$ cat config.mk
export PLATFORM = sky130hd
export DESIGN_NAME = polygon_edge_clipper_core
export DESIGN_NICKNAME = d
export VERILOG_FILES = /design/src/hw/rtl/pec_pkg.sv /design/src/hw/rtl/polygon_edge_clipper_core.sv /design/src/hw/rtl/pec_ctrl.sv /design/src/hw/rtl/pec_dp.sv
export SDC_FILE = /design/constraint.sdc
export NUM_CORES = 2
export LEC_CHECK = 0
export ABC_AREA = 1
export BUFFER_PORTS_ARGS = -buffer_cell sky130_fd_sc_hd__buf_4
export CAP_MARGIN = 20
export CORE_MARGIN = 3
export CORE_UTILIZATION = 43
export DETAILED_ROUTE_END_ITERATION = 12
export HOLD_SLACK_MARGIN = 0.08
export PLACE_DENSITY_LB_ADDON = 0.05
export REMOVE_ABC_BUFFERS = 1
export SYNTH_ARGS = -nofsm -noshare
export SYNTH_HDL_FRONTEND = slang
export SYNTH_SLANG_ARGS = --single-unit
$ cat constraint.sdc
create_clock -name clk -period 13.1 [get_ports clk]
set_input_delay 2.62 -clock clk [delete_from_list [all_inputs] [get_ports clk]]
set_output_delay 2.62 -clock clk [all_outputs]
set_load 0.02 [all_outputs]
$ cat src/hw/rtl/pec_pkg.sv
// Shared types and command/status structs for the polygon edge clipper.
package pec_pkg;

    typedef enum logic [3:0] {
        ST_IDLE,
        ST_SIDE_P,
        ST_SIDE_V,
        ST_SIDE_F,
        ST_DECIDE,
        ST_PICK,
        ST_MUL_X,
        ST_DIV_X,
        ST_MUL_Y,
        ST_DIV_Y,
        ST_EMIT
    } state_t;

    typedef enum logic [1:0] {
        SIDE_PREV,
        SIDE_CUR,
        SIDE_FIRST
    } side_sel_t;

    typedef enum logic [1:0] {
        KIND_PREV,
        KIND_CUR,
        KIND_ISECT,
        KIND_MARK
    } kind_t;

    // pending result slots, in output order
    localparam int SLOT_PREV   = 0;
    localparam int SLOT_ISECT0 = 1;
    localparam int SLOT_CUR    = 2;
    localparam int SLOT_ISECT1 = 3;
    localparam int SLOT_MARK   = 4;
    localparam int NUM_SLOTS   = 5;

    localparam logic [1:0] REG_POINT_X  = 2'd0;
    localparam logic [1:0] REG_POINT_Y  = 2'd1;
    localparam logic [1:0] REG_NORMAL_X = 2'd2;
    localparam logic [1:0] REG_NORMAL_Y = 2'd3;

    typedef struct packed {
        logic      cap;
        logic      side_we;
        side_sel_t side_sel;
        logic      mul_go;
        logic      edge_close;   // 0: prev->cur, 1: cur->first
        logic      coord_y;
        logic      div_step;
        logic      isx_we;
        logic      isy_we;
        logic      emit;
        kind_t     kind;
        logic      run_end;
        logic      poly_end;
        logic      commit;
    } cmd_t;

    typedef struct packed {
        logic seen;
        logic fin;
        logic in_p;
        logic in_v;
        logic in_f;
        logic div_done;
        logic out_free;
    } stat_t;

endpackage

$ cat src/hw/rtl/polygon_edge_clipper_core.sv
// Polygon edge clipper top level: one clip stage against a configurable line.
// One vertex item is taken at a time. An item that causes no result passes through
// the accept, the three side tests, the slot decision and the return to idle. Each
// result adds a slot pick and an emit (plus any wait on result_ready), and each edge
// crossing adds the runs of the bit-serial restoring divider that forms the x and
// y intersection quotients in turn. A vertex item produces up to three results; the
// result register lets the next vertex be taken while the last result is still
// waiting to be read.
module polygon_edge_clipper_core
#(
    parameter int COORD_BITS = 16,
    parameter int FRAC_BITS  = 12
)
(
    input  logic                         clk,
    input  logic                         rst_n,
    input  logic                         cfg_we,
    input  logic [1:0]                   cfg_index,
    input  logic [COORD_BITS-1:0]        cfg_data,
    input  logic                         vertex_valid,
    output logic                         vertex_ready,
    input  logic signed [COORD_BITS-1:0] vertex_x,
    input  logic signed [COORD_BITS-1:0] vertex_y,
    input  logic                         final_vertex,
    output logic                         result_valid,
    input  logic                         result_ready,
    output logic signed [COORD_BITS-1:0] out_x,
    output logic signed [COORD_BITS-1:0] out_y,
    output logic                         has_vertex,
    output logic                         run_end,
    output logic                         polygon_end
);

    pec_pkg::cmd_t  cmd;
    pec_pkg::stat_t stat;

    pec_ctrl u_ctrl
    (
        .clk          (clk),
        .rst_n        (rst_n),
        .vertex_valid (vertex_valid),
        .vertex_ready (vertex_ready),
        .stat         (stat),
        .cmd          (cmd)
    );

    pec_dp
    #(
        .COORD_BITS (COORD_BITS),
        .FRAC_BITS  (FRAC_BITS)
    )
    u_dp
    (
        .clk          (clk),
        .rst_n        (rst_n),
        .cfg_we       (cfg_we),
        .cfg_index    (cfg_index),
        .cfg_data     (cfg_data),
        .vertex_x     (vertex_x),
        .vertex_y     (vertex_y),
        .final_vertex (final_vertex),
        .result_valid (result_valid),
        .result_ready (result_ready),
        .out_x        (out_x),
        .out_y        (out_y),
        .has_vertex   (has_vertex),
        .run_end      (run_end),
        .polygon_end  (polygon_end),
        .cmd          (cmd),
        .stat         (stat)
    );

endmodule

$ cat src/hw/rtl/pec_ctrl.sv
// Sequencer for the clipper: side tests, result slots, intersection steps.
module pec_ctrl
(
    input  logic           clk,
    input  logic           rst_n,
    input  logic           vertex_valid,
    output logic           vertex_ready,
    input  pec_pkg::stat_t stat,
    output pec_pkg::cmd_t  cmd
);

    pec_pkg::state_t state_reg, state_next;
    logic [pec_pkg::NUM_SLOTS-1:0] pend_reg, pend_next;
    logic [pec_pkg::NUM_SLOTS-1:0] cur_bit;
    logic [pec_pkg::NUM_SLOTS-1:0] rest;
    logic cur_isect;
    pec_pkg::kind_t cur_kind;

    // lowest pending slot goes out first
    assign cur_bit   = pend_reg & (~pend_reg + pec_pkg::NUM_SLOTS'(1));
    assign rest      = pend_reg & ~cur_bit;
    assign cur_isect = cur_bit[pec_pkg::SLOT_ISECT0] | cur_bit[pec_pkg::SLOT_ISECT1];

    always_comb
    begin
        priority if (cur_bit[pec_pkg::SLOT_PREV])
            cur_kind = pec_pkg::KIND_PREV;
        else if (cur_bit[pec_pkg::SLOT_CUR])
            cur_kind = pec_pkg::KIND_CUR;
        else if (cur_isect)
            cur_kind = pec_pkg::KIND_ISECT;
        else
            cur_kind = pec_pkg::KIND_MARK;
    end

    always_ff @(posedge clk or negedge rst_n)
    begin
        if (!rst_n)
        begin
            state_reg <= pec_pkg::ST_IDLE;
            pend_reg  <= '0;
        end
        else
        begin
            state_reg <= state_next;
            pend_reg  <= pend_next;
        end
    end

    always_comb
    begin
        state_next = state_reg;
        pend_next  = pend_reg;
        unique case (state_reg)
            pec_pkg::ST_IDLE:
                if (vertex_valid)
                    state_next = pec_pkg::ST_SIDE_P;
            pec_pkg::ST_SIDE_P:
                state_next = pec_pkg::ST_SIDE_V;
            pec_pkg::ST_SIDE_V:
                state_next = pec_pkg::ST_SIDE_F;
            pec_pkg::ST_SIDE_F:
                state_next = pec_pkg::ST_DECIDE;
            pec_pkg::ST_DECIDE:
            begin
                pend_next[pec_pkg::SLOT_PREV]   = stat.seen & stat.in_p;
                pend_next[pec_pkg::SLOT_ISECT0] = stat.seen & (stat.in_p ^ stat.in_v);
                pend_next[pec_pkg::SLOT_CUR]    = stat.fin & stat.in_v;
                pend_next[pec_pkg::SLOT_ISECT1] = stat.fin & (stat.in_v ^ stat.in_f);
                pend_next[pec_pkg::SLOT_MARK]   = stat.fin & ~stat.in_v
                    & ~(stat.seen & (stat.in_p | (stat.in_p ^ stat.in_v)))
                    & ~(stat.in_v ^ stat.in_f);
                state_next = pec_pkg::ST_PICK;
            end
            pec_pkg::ST_PICK:
            begin
                if (pend_reg == '0)
                    state_next = pec_pkg::ST_IDLE;
                else if (cur_isect)
                    state_next = pec_pkg::ST_MUL_X;
                else
                    state_next = pec_pkg::ST_EMIT;
            end
            pec_pkg::ST_MUL_X:
                state_next = pec_pkg::ST_DIV_X;
            pec_pkg::ST_DIV_X:
                if (stat.div_done)
                    state_next = pec_pkg::ST_MUL_Y;
            pec_pkg::ST_MUL_Y:
                state_next = pec_pkg::ST_DIV_Y;
            pec_pkg::ST_DIV_Y:
                if (stat.div_done)
                    state_next = pec_pkg::ST_EMIT;
            pec_pkg::ST_EMIT:
                if (stat.out_free)
                begin
                    pend_next  = rest;
                    state_next = pec_pkg::ST_PICK;
                end
            default:
                state_next = pec_pkg::ST_IDLE;
        endcase
    end

    always_comb
    begin
        cmd            = '0;
        cmd.side_sel   = pec_pkg::SIDE_PREV;
        cmd.kind       = cur_kind;
        cmd.edge_close = cur_bit[pec_pkg::SLOT_ISECT1];
        cmd.run_end    = (rest == '0);
        cmd.poly_end   = (rest == '0) & stat.fin;
        vertex_ready   = 1'b0;
        unique case (state_reg)
            pec_pkg::ST_IDLE:
            begin
                vertex_ready = 1'b1;
                cmd.cap      = vertex_valid;
            end
            pec_pkg::ST_SIDE_P:
            begin
                cmd.side_we  = 1'b1;
                cmd.side_sel = pec_pkg::SIDE_PREV;
            end
            pec_pkg::ST_SIDE_V:
            begin
                cmd.side_we  = 1'b1;
                cmd.side_sel = pec_pkg::SIDE_CUR;
            end
            pec_pkg::ST_SIDE_F:
            begin
                cmd.side_we  = 1'b1;
                cmd.side_sel = pec_pkg::SIDE_FIRST;
            end
            pec_pkg::ST_DECIDE:
                cmd.commit = 1'b0;
            pec_pkg::ST_PICK:
                cmd.commit = (pend_reg == '0);
            pec_pkg::ST_MUL_X:
                cmd.mul_go = 1'b1;
            pec_pkg::ST_DIV_X:
            begin
                cmd.isx_we   = stat.div_done;
                cmd.div_step = ~stat.div_done;
            end
            pec_pkg::ST_MUL_Y:
            begin
                cmd.mul_go  = 1'b1;
                cmd.coord_y = 1'b1;
            end
            pec_pkg::ST_DIV_Y:
            begin
                cmd.coord_y  = 1'b1;
                cmd.isy_we   = stat.div_done;
                cmd.div_step = ~stat.div_done;
            end
            pec_pkg::ST_EMIT:
                cmd.emit = stat.out_free;
            default:
                cmd.commit = 1'b0;
        endcase
    end

endmodule

$ cat src/hw/rtl/pec_dp.sv
// Datapath: config and vertex registers, side test, intersection divider, output register.
module pec_dp
#(
    parameter int COORD_BITS = 16,
    parameter int FRAC_BITS  = 12
)
(
    input  logic                         clk,
    input  logic                         rst_n,
    input  logic                         cfg_we,
    input  logic [1:0]                   cfg_index,
    input  logic [COORD_BITS-1:0]        cfg_data,
    input  logic signed [COORD_BITS-1:0] vertex_x,
    input  logic signed [COORD_BITS-1:0] vertex_y,
    input  logic                         final_vertex,
    output logic                         result_valid,
    input  logic                         result_ready,
    output logic signed [COORD_BITS-1:0] out_x,
    output logic signed [COORD_BITS-1:0] out_y,
    output logic                         has_vertex,
    output logic                         run_end,
    output logic                         polygon_end,
    input  pec_pkg::cmd_t                cmd,
    output pec_pkg::stat_t               stat
);

    localparam int C   = COORD_BITS;
    localparam int DW  = C + 1;
    localparam int SW  = 2 * C + 2;
    localparam int DNW = 2 * C + 3;
    localparam int NW  = 3 * C + 3;
    localparam int QW  = C + 1;
    localparam int RW  = C + 3;
    localparam int CNW = $clog2(QW + 1);
    localparam logic signed [RW-1:0] SAT_HI = RW'((64'sd1 <<< (C - 1)) - 64'sd1);
    localparam logic signed [RW-1:0] SAT_LO = -SAT_HI - RW'(1);

    logic signed [C-1:0] px_reg, py_reg, nx_reg, ny_reg;
    logic signed [C-1:0] fx_reg, fy_reg, qx_reg, qy_reg, vx_reg, vy_reg;
    logic                fin_reg, seen_reg;
    logic signed [SW-1:0] sp_reg, sv_reg, sf_reg;
    logic signed [C-1:0] ix_reg, iy_reg;
    logic [NW-1:0]       rem_reg, dsh_reg;
    logic [DNW-1:0]      den_reg;
    logic [QW-1:0]       q_reg;
    logic [CNW-1:0]      cnt_reg;
    logic                neg_reg;
    logic                ov_reg, has_reg, re_reg, pe_reg;
    logic signed [C-1:0] ox_reg, oy_reg;

    // side test
    logic signed [C-1:0]  sx, sy;
    logic signed [DW-1:0] dx, dy;
    logic signed [SW-1:0] side_val;

    always_comb
    begin
        unique case (cmd.side_sel)
            pec_pkg::SIDE_PREV:
            begin
                sx = qx_reg;
                sy = qy_reg;
            end
            pec_pkg::SIDE_CUR:
            begin
                sx = vx_reg;
                sy = vy_reg;
            end
            default:
            begin
                sx = fx_reg;
                sy = fy_reg;
            end
        endcase
    end

    assign dx = DW'(sx) - DW'(px_reg);
    assign dy = DW'(sy) - DW'(py_reg);
    assign side_val = SW'(dx) * SW'(nx_reg) + SW'(dy) * SW'(ny_reg);

    // intersection operands
    logic signed [SW-1:0]  sa, sb;
    logic signed [C-1:0]   ac, bc;
    logic signed [DW-1:0]  diff;
    logic signed [NW-1:0]  num;
    logic signed [DNW-1:0] den;
    logic [NW-1:0]         num_abs;
    logic [DNW-1:0]        den_abs;

    always_comb
    begin
        sa = cmd.edge_close ? sv_reg : sp_reg;
        sb = cmd.edge_close ? sf_reg : sv_reg;
        if (cmd.edge_close)
        begin
            ac = cmd.coord_y ? vy_reg : vx_reg;
            bc = cmd.coord_y ? fy_reg : fx_reg;
        end
        else
        begin
            ac = cmd.coord_y ? qy_reg : qx_reg;
            bc = cmd.coord_y ? vy_reg : vx_reg;
        end
    end

    assign diff    = DW'(bc) - DW'(ac);
    assign num     = NW'(sa) * NW'(diff);
    assign den     = DNW'(sa) - DNW'(sb);
    assign num_abs = num[NW-1] ? NW'(-num) : NW'(num);
    assign den_abs = den[DNW-1] ? DNW'(-den) : DNW'(den);

    // rounded quotient and saturated coordinate
    logic              rnd;
    logic [QW:0]       qr;
    logic signed [RW-1:0] qval, csum;
    logic signed [C-1:0]  csat;

    assign rnd  = ((NW + 1)'(rem_reg) << 1) >= (NW + 1)'(den_reg);
    assign qr   = (QW + 1)'(q_reg) + (QW + 1)'(rnd);
    assign qval = neg_reg ? -RW'(qr) : RW'(qr);
    assign csum = RW'(ac) + qval;

    always_comb
    begin
        priority if (csum > SAT_HI)
            csat = SAT_HI[C-1:0];
        else if (csum < SAT_LO)
            csat = SAT_LO[C-1:0];
        else
            csat = csum[C-1:0];
    end

    logic rem_ge;
    assign rem_ge = rem_reg >= dsh_reg;

    // control registers
    always_ff @(posedge clk or negedge rst_n)
    begin
        if (!rst_n)
        begin
            px_reg   <= '0;
            py_reg   <= '0;
            nx_reg   <= C'(1) << FRAC_BITS;
            ny_reg   <= '0;
            fx_reg   <= '0;
            fy_reg   <= '0;
            qx_reg   <= '0;
            qy_reg   <= '0;
            seen_reg <= 1'b0;
            ov_reg   <= 1'b0;
            cnt_reg  <= '0;
        end
        else
        begin
            if (cfg_we)
            begin
                unique case (cfg_index)
                    pec_pkg::REG_POINT_X:  px_reg <= cfg_data;
                    pec_pkg::REG_POINT_Y:  py_reg <= cfg_data;
                    pec_pkg::REG_NORMAL_X: nx_reg <= cfg_data;
                    default:               ny_reg <= cfg_data;
                endcase
            end
            if (cmd.cap && !seen_reg)
            begin
                fx_reg <= vertex_x;
                fy_reg <= vertex_y;
            end
            if (cmd.commit)
            begin
                qx_reg   <= vx_reg;
                qy_reg   <= vy_reg;
                seen_reg <= ~fin_reg;
            end
            if (cmd.mul_go)
                cnt_reg <= '0;
            else if (cmd.div_step)
                cnt_reg <= cnt_reg + CNW'(1);
            if (cmd.emit)
                ov_reg <= 1'b1;
            else if (result_ready)
                ov_reg <= 1'b0;
        end
    end

    // payload registers
    always_ff @(posedge clk)
    begin
        if (cmd.cap)
        begin
            vx_reg  <= vertex_x;
            vy_reg  <= vertex_y;
            fin_reg <= final_vertex;
        end
        if (cmd.side_we)
        begin
            unique case (cmd.side_sel)
                pec_pkg::SIDE_PREV: sp_reg <= side_val;
                pec_pkg::SIDE_CUR:  sv_reg <= side_val;
                default:            sf_reg <= side_val;
            endcase
        end
        if (cmd.mul_go)
        begin
            rem_reg <= num_abs;
            dsh_reg <= NW'(den_abs) << C;
            den_reg <= den_abs;
            neg_reg <= num[NW-1] ^ den[DNW-1];
            q_reg   <= '0;
        end
        else if (cmd.div_step)
        begin
            if (rem_ge)
                rem_reg <= rem_reg - dsh_reg;
            q_reg   <= {q_reg[QW-2:0], rem_ge};
            dsh_reg <= dsh_reg >> 1;
        end
        if (cmd.isx_we)
            ix_reg <= csat;
        if (cmd.isy_we)
            iy_reg <= csat;
        if (cmd.emit)
        begin
            unique case (cmd.kind)
                pec_pkg::KIND_PREV:
                begin
                    ox_reg <= qx_reg;
                    oy_reg <= qy_reg;
                end
                pec_pkg::KIND_CUR:
                begin
                    ox_reg <= vx_reg;
                    oy_reg <= vy_reg;
                end
                pec_pkg::KIND_ISECT:
                begin
                    ox_reg <= ix_reg;
                    oy_reg <= iy_reg;
                end
                default:
                begin
                    ox_reg <= '0;
                    oy_reg <= '0;
                end
            endcase
            has_reg <= (cmd.kind != pec_pkg::KIND_MARK);
            re_reg  <= cmd.run_end;
            pe_reg  <= cmd.poly_end;
        end
    end

    assign stat.seen     = seen_reg;
    assign stat.fin      = fin_reg;
    assign stat.in_p     = ~sp_reg[SW-1];
    assign stat.in_v     = ~sv_reg[SW-1];
    assign stat.in_f     = ~sf_reg[SW-1];
    assign stat.div_done = (cnt_reg == CNW'(QW));
    assign stat.out_free = ~ov_reg | result_ready;

    assign result_valid = ov_reg;
    assign out_x        = ox_reg;
    assign out_y        = oy_reg;
    assign has_vertex   = has_reg;
    assign run_end      = re_reg;
    assign polygon_end  = pe_reg;

endmodule
==> flow_summary_export.csv <==
group,metric,value,unit
drt,postRouteAntennaNets,0,
setup_path,crit_start,"u_ctrl.state_reg[3]",
setup_path,required,13540,ps
setup_path,path_buf_inv,6,
die,coreArea,172100,um2
synthesis,synth_area,74700,um2
sta,worstMarginPinSlew,1172,ps
global_routing,grt_pass1_vias,63830,
sta,rsz0062_at_grt,"false",
setup_path,timing_worst_setup_path_type,"reg -> reg",
drt,post-route-drc-count,0,
drt,routed_via_density,5.285,
run,drv_cap,0,
synthesis,postSynthCellCount,9292,
global_routing,gr-total-overflow,0,
final_layout,final_area,80270,um2
clock_tree,cts_tree,"yes",
placement,portBuffers,92,
drt,wirelength,263300,um
die,dieArea,178800,um2
die,rows,152,
setup_path,cp-start-kind,"register",
final_layout,finalNetCount,10990,
final_layout,nFillCells,17590,
clock_tree,ctsRootBufferMaster,"clkbuf_16",
setup_path,critPathArrivalTime,12380,ps
sta,hold_viol,0,
setup_path,crit_path_max_fanout,9,
clock_tree,clk_path_buf_depth,3,
drt,via_count,61690,
sta,finalCriticalPeriod,11940,ps
synthesis,ys_warn_count,0,
die,io_pins,93,
clock_tree,insertion_delay,740,ps
clock_tree,htree_levels,2,
global_routing,grt_usage,29.53,%
final_layout,syn_to_final_growth,7.447,%
die,die_width,422.8,um
synthesis,ys_seq_area_share,18.73,%
synthesis,synth_area_leaders,"fa_1 30%, edfxtp_1 13%, inv_1 10%",
setup_path,cp_top_family,"adder cells",
drt,drt_iter0_drc,4369,
sta,finClkSkew,85.71,ps
synthesis,yosys.area.top_type_share,29.75,%
status,status,"finished clean",
synthesis,syn_area_per_cell,8.040,um2
global_routing,grt_max_degree,79,
worst_hold_path,hp-class,"reg -> reg",
sta,tns,0,ps
final_layout,drive_gt1_share,5.170,%
sta,slew_violations,0,
synthesis,synth-edff-count,324,
clock_tree,cts_buffers,60,
clock_tree,cts_resized,0,
setup_path,crit_slowest_cell,"nor2_1",
synthesis,ys.flop_type,"edfxtp_1",
global_routing,grt-busiest-layer,"met2",
global_routing,met3_usage,3.091,%
clock_tree,cts_hold_buf,0,
clock_tree,post_cts.repair.setup_buffers,0,
placement,hpwl,220700,um
die,initial_core_util,43.40,%
die,die_h,422.8,um
placement,place_congestion,0.9742,
global_routing,use_met2,50.60,%
synthesis,ys_seq_elements,501,
drt,drt_first_pass_iters,6,
synthesis,synthArstFlopShare,28.74,%
synthesis,ys_types,70,
setup_path,r2r_start,"u_ctrl.state_reg[3]",
placement,dpl_cell_area,78090,um2
sta,max-slew-margin-rel,21.36,%
drt,wl_per_cell,22.55,um
sta,fmax,83.73,MHz
synthesis,yosysTopAreaCell,"fa_1",
global_routing,grtUsageMet1,36.92,%
clock_tree,path_clk_slew,60,ps
setup_path,crit_path_max_incr_delay,600,ps
global_routing,grt_pass1_wl,396900,um
setup_path,critPathCaptureType,"register",
sta,fin_crit_sh,91.17,%
worst_hold_path,holdCritStartpoint,"u_dp.qy_reg[5]",
sta,setup_viol,0,
global_routing,antenna_found_initial,5,
clock_tree,cts_sinks,501,
[cells in the mapped netlist (all sizes together), types with 31 or more instances]
master  instances
inv          2066
nand2        1915
fa           1110
nor2          883
ha            510
o21ai         485
a21oi         436
edfxtp        324
nand3         266
clkbuf        195
xor2          170
dfrtp         143
xnor2          89
or2            76
nor3           70
o22ai          68
nand4          56
buf            44
o221ai         39
clkinv         33
dfxtp          33
mux2i          33
o211ai         31
[kinds of logic (layout without fill, tap and decap cells)]
| group | after synthesis | after routing | share of synthesized area (%) |
|---|---|---|---|
| simple gates | 3321 | 3321 | 18.31 |
| xor+xnor | 259 | 259 | 3.047 |
| fa+ha+maj | 1620 | 1620 | 38.29 |
| mux | 57 | 57 | 0.8039 |
| flops | 501 | 501 | 18.73 |
| other cells | 0 | 1 | 0 |
| buf+inv | 2338 | 2408 | 11.91 |
| compound gates | 1196 | 1196 | 8.910 |
[cells in the final DEF (no fill, tap or decap), drive strengths merged, types with 5 or more instances in the layout]
| cell type | instances |
|---|---|
| a21boi | 19 |
| dfrtp | 143 |
| a31oi | 27 |
| clkinvlp | 6 |
| o21ai | 485 |
| nor2 | 883 |
| nand3b | 18 |
| clkinv | 52 |
| clkbuf | 78 |
| o211ai | 31 |
| or2 | 76 |
| edfxtp | 324 |
| dfxtp | 33 |
| o21bai | 22 |
| mux2i | 33 |
| fa | 1110 |
| nand3 | 266 |
| o221ai | 39 |
| xor2 | 170 |
| nand4 | 56 |
| a21oi | 436 |
| a21o | 17 |
| xnor2 | 89 |
| ha | 510 |
| o31ai | 5 |
| nor3 | 70 |
| o21a | 14 |
| a22oi | 11 |
| mux2 | 24 |
| and3 | 9 |
| buf | 193 |
| bufinv | 9 |
| inv | 2070 |
| nand2 | 1915 |
| o22ai | 68 |
| nor4 | 20 |
| a211oi | 11 |
[worst min-delay path, delay by kind of cell, from the launching register on]
kind | cells | cell delay, ps
DFF | 1 | 340
AOI/OAI and AO/OA | 1 | 60
and+or+nand+nor | 1 | 50
[worst paths after layout]
path                                   end  slack [ps]  cells past startpoint
setup / recovery           u_dp.sf_reg[33]        1160                     44
hold / removal              u_dp.qy_reg[5]         480                      2
setup reg to reg           u_dp.sf_reg[33]        1160                     44
hold reg to reg             u_dp.qy_reg[5]         480                      2
max in group asynchronous  u_dp.cnt_reg[0]        9710                      2
min in group asynchronous  u_dp.qy_reg[12]        1870                      1
[per-layer routing]
metal	vias up	routed length, um
met5	-	13
met4	2	16280
met3	452	13310
met2	1837	127700
met1	30720	106000
li1	28680	-
[area by class of cell]
class	instances	area (um2)	area share, %
sequential	501	13990	17.44
multi-input combinational	6453	51870	64.62
clock inverter	38	514.2	0.6407
clock buffer	76	1622	2.020
antenna	1	2.502	0.003118
inverter	2099	7884	9.822
timing repair buffer	195	1491	1.858
tap	2310	2890	3.601
[stage by stage]
stage	hold slack, ps	util [%]	setup WS, ps	instances
after floorplan	434.7	-	672.1	9053
after global placement	455.6	45.35	1438	11550
after detailed placement	468.5	45.37	1140	11560
after CTS	487.0	46.61	1089	11670
after global routing	510.5	46.63	106.4	11670
final	482.3	46.64	1157	11670
Power is not shown: default switching activity piles up to over one toggle a cycle in this logic, so the estimate is an artifact.
